$ cat src/rtl/ppi_pkg.sv
// Shared types, constants and helper functions for the point projection pipeline.
package ppi_pkg;

    localparam int FRAC_BITS = 16;
    localparam int ROT_FRAC  = 19;
    localparam int ROT_W     = 21;
    localparam int NUM_REGS  = 8;
    localparam int ADDR_W    = 6;
    localparam int QW        = 33;          // quotient bits produced by the divider
    localparam int NW        = 65;          // rounded numerator width
    localparam int DIV_LAT   = QW + 1;

    localparam logic [31:0] ONE = 32'(1) << FRAC_BITS;

    typedef enum logic [2:0] {
        REG_ROT0   = 3'd0,
        REG_ROT1   = 3'd1,
        REG_ROT2   = 3'd2,
        REG_POS_XY = 3'd3,
        REG_POS_Z  = 3'd4,
        REG_FOCAL  = 3'd5,
        REG_CENTER = 3'd6,
        REG_SKEW   = 3'd7
    } t_reg_idx;

    typedef struct packed {
        logic [62:0]        rot0;
        logic [62:0]        rot1;
        logic [62:0]        rot2;
        logic signed [31:0] pos_x;
        logic signed [31:0] pos_y;
        logic signed [31:0] pos_z;
        logic signed [31:0] fx;
        logic signed [31:0] fy;
        logic signed [31:0] cx;
        logic signed [31:0] cy;
        logic signed [31:0] sk;
    } t_cfg;

    typedef struct packed {
        logic               valid;
        logic signed [31:0] c0;
        logic signed [31:0] c1;
        logic signed [31:0] c2;
        logic               sat;
    } t_cam;

    typedef struct packed {
        logic               valid;
        logic [NW-1:0]      num_u;
        logic [NW-1:0]      num_v;
        logic [31:0]        dmag;
        logic               neg_u;
        logic               neg_v;
        logic               zero;
        logic               sat;
        logic signed [31:0] c2;
    } t_num;

    function automatic logic [63:0] reg_reset(input t_reg_idx idx);
        logic [63:0] v;
        v = '0;
        unique case (idx)
            REG_ROT0:  v = 64'(1) << ROT_FRAC;
            REG_ROT1:  v = 64'(1) << (ROT_W + ROT_FRAC);
            REG_ROT2:  v = 64'(1) << (2 * ROT_W + ROT_FRAC);
            REG_FOCAL: v = {ONE, ONE};
            default:   v = '0;
        endcase
        return v;
    endfunction

    function automatic logic [63:0] reg_mask(input t_reg_idx idx);
        logic [63:0] m;
        m = '1;
        unique case (idx)
            REG_ROT0, REG_ROT1, REG_ROT2: m = {1'b0, {63{1'b1}}};
            REG_POS_Z, REG_SKEW:          m = {32'd0, {32{1'b1}}};
            default:                      m = '1;
        endcase
        return m;
    endfunction

    // {clamped, value}: sign applied to a quotient magnitude, clamped to 32 bits
    function automatic logic [32:0] sat_quo(input logic [QW-1:0] q, input logic neg,
                                           input logic ovf);
        logic [32:0] r;
        r = '0;
        if (!neg) begin
            if (ovf || q > QW'(32'h7FFF_FFFF)) r = {1'b1, 32'h7FFF_FFFF};
            else                               r = {1'b0, q[31:0]};
        end else begin
            if (ovf || q > QW'(32'h8000_0000)) r = {1'b1, 32'h8000_0000};
            else                               r = {1'b0, 32'(-q)};
        end
        return r;
    endfunction

endpackage

$ cat src/rtl/ppi_regs.sv
// Configuration register file behind the APB-style port.
module ppi_regs (
    input  logic                       i_clk,
    input  logic                       i_rst_n,
    input  logic                       psel,
    input  logic                       penable,
    input  logic                       pwrite,
    input  logic [ppi_pkg::ADDR_W-1:0] paddr,
    input  logic [63:0]                pwdata,
    output logic [63:0]                prdata,
    output logic                       pready,
    output ppi_pkg::t_cfg              o_cfg
);
    logic [63:0]       r_reg [0:ppi_pkg::NUM_REGS-1];
    ppi_pkg::t_reg_idx w_idx;

    assign w_idx  = ppi_pkg::t_reg_idx'(paddr[5:3]);
    assign pready = 1'b1;
    assign prdata = r_reg[w_idx];

    always_ff @(posedge i_clk) begin
        if (!i_rst_n) begin
            for (int i = 0; i < ppi_pkg::NUM_REGS; i++) begin
                r_reg[i] <= ppi_pkg::reg_reset(ppi_pkg::t_reg_idx'(i));
            end
        end else if (psel && penable && pwrite && pready) begin
            r_reg[w_idx] <= pwdata & ppi_pkg::reg_mask(w_idx);
        end
    end

    always_comb begin
        o_cfg.rot0  = r_reg[ppi_pkg::REG_ROT0][62:0];
        o_cfg.rot1  = r_reg[ppi_pkg::REG_ROT1][62:0];
        o_cfg.rot2  = r_reg[ppi_pkg::REG_ROT2][62:0];
        o_cfg.pos_x = r_reg[ppi_pkg::REG_POS_XY][31:0];
        o_cfg.pos_y = r_reg[ppi_pkg::REG_POS_XY][63:32];
        o_cfg.pos_z = r_reg[ppi_pkg::REG_POS_Z][31:0];
        o_cfg.fx    = r_reg[ppi_pkg::REG_FOCAL][31:0];
        o_cfg.fy    = r_reg[ppi_pkg::REG_FOCAL][63:32];
        o_cfg.cx    = r_reg[ppi_pkg::REG_CENTER][31:0];
        o_cfg.cy    = r_reg[ppi_pkg::REG_CENTER][63:32];
        o_cfg.sk    = r_reg[ppi_pkg::REG_SKEW][31:0];
    end
endmodule

$ cat config.mk
export PLATFORM = sky130hd
export DESIGN_NAME = ppi_regs
export DESIGN_NICKNAME = d
export VERILOG_FILES = /design/src/rtl/ppi_pkg.sv /design/src/rtl/ppi_regs.sv
export SDC_FILE = /design/constraint.sdc
export NUM_CORES = 1
export LEC_CHECK = 0
export ABC_AREA = 1
export BUFFER_PORTS_ARGS = -buffer_cell sky130_fd_sc_hd__buf_4
export CORE_AREA = 2 2 226 228
export CTS_BUF_LIST = sky130_fd_sc_hd__clkbuf_2
export CTS_CLUSTER_DIAMETER = 150
export DETAILED_ROUTE_END_ITERATION = 6
export DIE_AREA = 0 0 228 230
export PLACE_DENSITY = 0.81
export SYNTH_ARGS = -nofsm -noshare
export SYNTH_HDL_FRONTEND = slang
export SYNTH_SLANG_ARGS = --single-unit
$ cat constraint.sdc
create_clock -name i_clk -period 3.9 [get_ports i_clk]
set_input_delay 0.39 -clock i_clk [delete_from_list [all_inputs] [get_ports i_clk]]
set_output_delay 0.39 -clock i_clk [all_outputs]
set_load 0.01 [all_outputs]
==> flow_metrics.env, run 1 <==
export IMPL_run_status="complete, but fails checks"
export IMPL_violations="design-rule violations"
export IMPL_row_count=82
export IMPL_cts_resized=0
export IMPL_design_core_area_um2=49900
export IMPL_ant_nets=0
export IMPL_drt_first_pass_iters=7
export IMPL_grt_start_max_net_pins=136
export IMPL_leakagePower_uw=0.0151
export IMPL_place_ws_ns=0.827
export IMPL_cts_tree="done"
export IMPL_synth_xor_area_frac=0
export IMPL_mostFrequentLayoutCell="nand2_1"
export IMPL_mostFrequentLayoutCells="nand2_1 (1384), buf_4 (600), edfxtp_1 (512), nor2_1 (442), clkbuf_2 (182)"
export IMPL_path_class="input pin to flip-flop"
export IMPL_cts_made_buffers=130
export IMPL_htreeDepth=4
export IMPL_vias=21800
export IMPL_vias_per_cell=5.24
export IMPL_io_buffers=580
export IMPL_muxShareOfSynthArea=0
export IMPL_largest_reg_flops=512
export IMPL_syn_inst=2837
export IMPL_yosys_warnings=0
export IMPL_antenna_found_initial=5
export IMPL_hpwl_mm=50.7
export IMPL_timing_fmax_mhz=287
export IMPL_syn_avg_cell_area_um2=8.88
export IMPL_yosysSeqAreaShare=0.610
export IMPL_grt_overflow_total=0
export IMPL_drt_iter0_drc=2216
export IMPL_fp_dieW_um=228
export IMPL_synth_compound_area_frac=0
export IMPL_max_cap_violations=0
export IMPL_synth_top_family_by_area="simple AND/OR/NAND/NOR gates"
export IMPL_wire_per_inst_um=20.9
export IMPL_grt_util_met1=0.381
export IMPL_drive_above_1_share=0.238
export IMPL_irDropWorstVdd_uv=330
export IMPL_ys_ff_latch=512
export IMPL_worstMarginPinSlew_ns=1.12
export IMPL_grt_util_all_layers=0.327
export IMPL_min_path_type="input pin to flip-flop"
export IMPL_grt_busiest_layer="met2"
export IMPL_cp_max_fo=28
export IMPL_grtUsageMet2=0.545
export IMPL_cts_sink_count=512
export IMPL_clockRootBuffer="clkbuf_2"
export IMPL_hold_violations=0
export IMPL_dieArea_um2=52400
export IMPL_start_kind="input pin"
export IMPL_use_met3=0.0928
export IMPL_yosys_area_share_adder=0
export IMPL_area_growth_pct=24.0
export IMPL_ios=585
export IMPL_start_util=0.505
export IMPL_max_slew_margin=0.255
export IMPL_clk_pin_slew_ns=0.15
export IMPL_fin_crit_sh=0.892
export IMPL_fp_dieH_um=230
export IMPL_netlist_area_um2=25200
export IMPL_finalMaxSlewViolations=0
export IMPL_setup_viol_count_final=0
export IMPL_cp_arrival_ns=4.35
export IMPL_grt_pass1_wl_mm=128
export IMPL_fin_nets=3470
export IMPL_drc=1
export IMPL_setup_tns_ns=0
export IMPL_powerDensity_nw_per_um2=390
export IMPL_gp_congestion=0.990
export IMPL_cts_max_path_buffers=3
export IMPL_synth_simple_area_share=0.276
export IMPL_finalWirelength_mm=87.1
export IMPL_ys_types=14
export IMPL_rsz0062_at_grt="no"
export IMPL_min_period_ns=3.48
export IMPL_worstSetupEndpointType="flip-flop"
export IMPL_first_global_vias=21600
export IMPL_required_ns=4.77
export IMPL_worst_slack_ns=0.419
==> worst paths after layout <==
path | startpoint | endpoint | slack [ns] | cells past startpoint
max | psel | r_reg[2][32] | 0.42 | 11
min | i_rst_n | r_reg[3][5] | 0.34 | 3
==> area by class of cell <==
cell class                      count  area, um2
Inverter                           71        278
Clock buffer                      182        911
Tap cell                          672        841
Sequential cell                   512      15400
Timing Repair Buffer              763       6260
Antenna cell                        4       10.0
Clock inverter                     35        223
Multi-Input combinational cell   1917       7340
Fill cell                        3948      18600
==> layer usage <==
metal  part of all wire  vias to the layer above  wire length (um)
li1                   -                     9756                 -
met1               0.35                    10000             30300
met2               0.48                     1667             42100
met3               0.12                      315             10400
met4              0.049                        2              4250
met5            0.00013                        -                11
==> worst max-delay path: stages <==
cell and delay [ns]:
dlygate4sd3_1 0.57, buf_4 0.12, nand2_1 0.04, dlygate4sd3_1 0.56, nor2_2 0.29, dlygate4sd3_1 0.75, inv_2 0.08, nor2_4 0.29
nand2_4 0.32, nand2_4 0.57, buf_4 0.34
==> report_power, final <==
group | switching, uW | internal, uW
Sequential | 193 | 6370
Combinational | 1160 | 780
Clock | 2220 | 1440
==> cell usage after synthesis <==
cell type  count  area (um2)
inv_2          2        7.51
edfxtp_1     512       15400
buf_4        256        1920
buf_6          5        56.3
inv_1         69         259
buf_1         13        48.8
conb_1         2        7.51
nor2_2         1        6.26
nand2_1     1398        5250
buf_2         53         265
nor2_1       442        1660
clkbuf_1      76         285
nand3_1        7        35.0
nor2_4         1        11.3
==> repair_timing <==
action | CTS | global route
hold buffers | 150 | 0
hold endpoints to repair | 689 | 0
endpoints found under the setup margin | 0 | 0
setup buffers | 0 | 0
==> metrics by stage <==
step	util	power, uW	hold WS [ns]	std cells	instance area [um2]
global placement	0.573	8430	0.697	3785	28600
global route	0.626	12600	0.193	4155	31200
finish	0.626	12200	0.341	4156	31200
floorplan	-	7670	0.601	2903	25400
CTS	0.626	12200	0.136	4152	31200
detailed placement	0.573	8460	0.704	3785	28600
==> cell families after synthesis <==
group | count (synthesis)
flops | 512
buf+inv | 474
simple gates | 1849
other cells | 2
Power figures use the tool's default switching activity.
==> run 2: changes to the inputs <==
--- a/config.mk
+++ b/config.mk
@@ -7,12 +7,12 @@
 export LEC_CHECK = 0
 export ABC_AREA = 1
 export BUFFER_PORTS_ARGS = -buffer_cell sky130_fd_sc_hd__buf_4
-export CORE_AREA = 2 2 226 228
+export CORE_UTILIZATION = 40
 export CTS_BUF_LIST = sky130_fd_sc_hd__clkbuf_2
 export CTS_CLUSTER_DIAMETER = 150
 export DETAILED_ROUTE_END_ITERATION = 6
-export DIE_AREA = 0 0 228 230
-export PLACE_DENSITY = 0.81
+export GPL_TIMING_DRIVEN = 0
+export PLACE_DENSITY = 0.68
 export SYNTH_ARGS = -nofsm -noshare
 export SYNTH_HDL_FRONTEND = slang
 export SYNTH_SLANG_ARGS = --single-unit
==> constraint.sdc (replaced) <==
create_clock -name i_clk -period 3.6 [get_ports i_clk]
set_input_delay 0.36 -clock i_clk [delete_from_list [all_inputs] [get_ports i_clk]]
set_output_delay 0.36 -clock i_clk [all_outputs]
set_load 0.01 [all_outputs]
==> flow_metrics.env, run 2 (same netlist as run 1, synthesis figures left out) <==
export IMPL_finalPower_uw=13700
export IMPL_drc=2
export IMPL_ios=585
export IMPL_min_path_type="input pin to flip-flop"
export IMPL_met2_length_mm=48.3
export IMPL_first_global_vias=22100
export IMPL_required_ns=4.53
export IMPL_hold_violations=0
export IMPL_power_frac_seq=0.519
export IMPL_grt_overflow_total=0
export IMPL_highest_layer="met5"
export IMPL_worstMarginPinSlew_ns=1.24
export IMPL_place_inst=4324
export IMPL_area_growth_pct=35.0
export IMPL_wl_met1_mm=38.1
export IMPL_clk_pin_slew_ns=0.09
export IMPL_fin_nets=3869
export IMPL_antenna_found_initial=6
export IMPL_ant_nets=0
export IMPL_cts_sink_count=512
export IMPL_setup_tns_ns=0
export IMPL_timing_fmax_mhz=281
export IMPL_htreeDepth=4
export IMPL_design_core_area_um2=61900
export IMPL_mostFrequentLayoutCells="nand2_1 (1387), buf_4 (832), edfxtp_1 (512), nor2_1 (442), clkbuf_2 (191)"
export IMPL_fp_dieW_um=253
export IMPL_hpwl_mm=69.8
export IMPL_internal_power_uw=9580
export IMPL_path_class="input pin to flip-flop"
export IMPL_cts_made_buffers=137
export IMPL_grt_start_max_net_pins=48
export IMPL_drt_iter0_drc=1995
export IMPL_finalMaxSlewViolations=0
export IMPL_clkPwrFrac=0.307
export IMPL_grt_util_all_layers=0.309
export IMPL_cts_tree="done"
export IMPL_cp_max_fo=47
export IMPL_placed_cell_area_um2=31100
export IMPL_cp_arrival_ns=4.50
export IMPL_design_area_um2=34000
export IMPL_dr_wl_met3_mm=10.1
export IMPL_start_util=0.407
export IMPL_gp_congestion=0.919
export IMPL_switching_power_uw=4140
export IMPL_start_kind="input pin"
export IMPL_combinationalPowerShare=0.174
export IMPL_fin_crit_sh=0.990
export IMPL_whs_ns=0.252
export IMPL_row_count=91
export IMPL_violations="design-rule violations"
export IMPL_irDropWorstVdd_uv=258
export IMPL_min_period_ns=3.56
export IMPL_rsz0062_at_grt="no"
export IMPL_cts_max_path_buffers=3
export IMPL_dieArea_um2=64000
export IMPL_clockRootBuffer="clkbuf_2"
export IMPL_powerDensity_nw_per_um2=404
export IMPL_fin_cells=4730
export IMPL_vias=22800
export IMPL_leakagePower_uw=0.0166
export IMPL_max_cap_violations=0
export IMPL_num_fill_cells=5761
export IMPL_switching_share=0.302
export IMPL_fp_dieH_um=253
export IMPL_grt_pass1_wl_mm=141
export IMPL_mostFrequentLayoutCell="nand2_1"
export IMPL_finalWirelength_mm=100
export IMPL_drive_above_1_share=0.289
export IMPL_postCtsSetupBuffers=0
export IMPL_worstSetupEndpointType="flip-flop"
export IMPL_wire_per_inst_um=21.2
export IMPL_io_buffers=576
export IMPL_max_slew_margin=0.175
export IMPL_whs_path_depth=6
export IMPL_run_status="complete, but fails checks"
export IMPL_largest_reg_flops=512
export IMPL_vias_per_cell=4.82
export IMPL_setup_viol_count_final=0
export IMPL_drt_first_pass_iters=7
run 2: cell types whose count changed in the layout (fill, tap and decap cells not counted), moves of 9 or more:
cell           before  now
buf_4             600  832
clkbuf_1            0   76
buf_2               0   53
dlygate4sd3_1     150  168
buf_1               0   13
buf_12             12    0
clkbuf_2          182  191
run 2: timing repair:
| item | CTS | global route |
|---|---|---|
| hold endpoints to repair | 639 | 0 |
| gates resized for setup | 0 | 3 |
| endpoints found under the setup margin | 0 | 40 |
| hold buffers | 168 | 0 |
run 2: cell type report:
cell class | instances | area [um2] | share of cell area
tap | 837 | 1050 | 0.0308
timing repair buffer | 752 | 6230 | 0.183
multi-input combinational | 1917 | 7280 | 0.214
antenna | 4 | 10.0 | 0.000294
buffer | 403 | 2580 | 0.0758
clock inverter | 43 | 263 | 0.00773
clock buffer | 191 | 956 | 0.0281
sequential | 512 | 15400 | 0.452
inverter | 71 | 267 | 0.00784
run 2: critical path, cell delays in order:
cell and delay [ns]:
dlygate4sd3_1 0.56, buf_4 0.11, nand2_1 0.03, dlygate4sd3_1 0.56, nor2_2 0.11, dlygate4sd3_1 0.60, inv_2 0.06, nor2_4 0.24
nand2_1 0.11, dlygate4sd3_1 0.57, buf_4 0.23, buf_6 0.19, nand2_4 0.31, buf_16 0.35
run 2: per-stage QoR:
| step | util | setup slack, ns |
|---|---|---|
| final | 0.549 | 0.0357 |
| after global routing | 0.549 | 0.0211 |
| after CTS | 0.549 | 0.133 |
| after detailed placement | 0.502 | 0.0159 |
| after global placement | 0.497 | -1.92 |
| after floorplan | - | 0.565 |
run 2: metal layers:
metal	vias up	GRT usage
li1	10600	-
met1	10800	0.370
met2	1247	0.513
met3	222	0.0897
met4	6	0.140
met5	-	0
run 2: worst paths after layout:
| path | start | endpoint | slack (ns) |
|---|---|---|---|
| hold / removal | paddr[4] | r_reg[5][63] | 0.25 |
| setup / recovery | pwrite | r_reg[3][45] | 0.04 |
run 2: power groups by stage:
stage          Sequential, uW  Combinational (uW)  Clock [uW]
2_1_floorplan            7240                1070           0
3_3_place_gp             7280                2200           0
3_5_place_dp             7250                2250           0
4_1_cts                  7110                2380        4260
5_1_grt                  7150                2570        4530
6_report                 7120                2390        4210
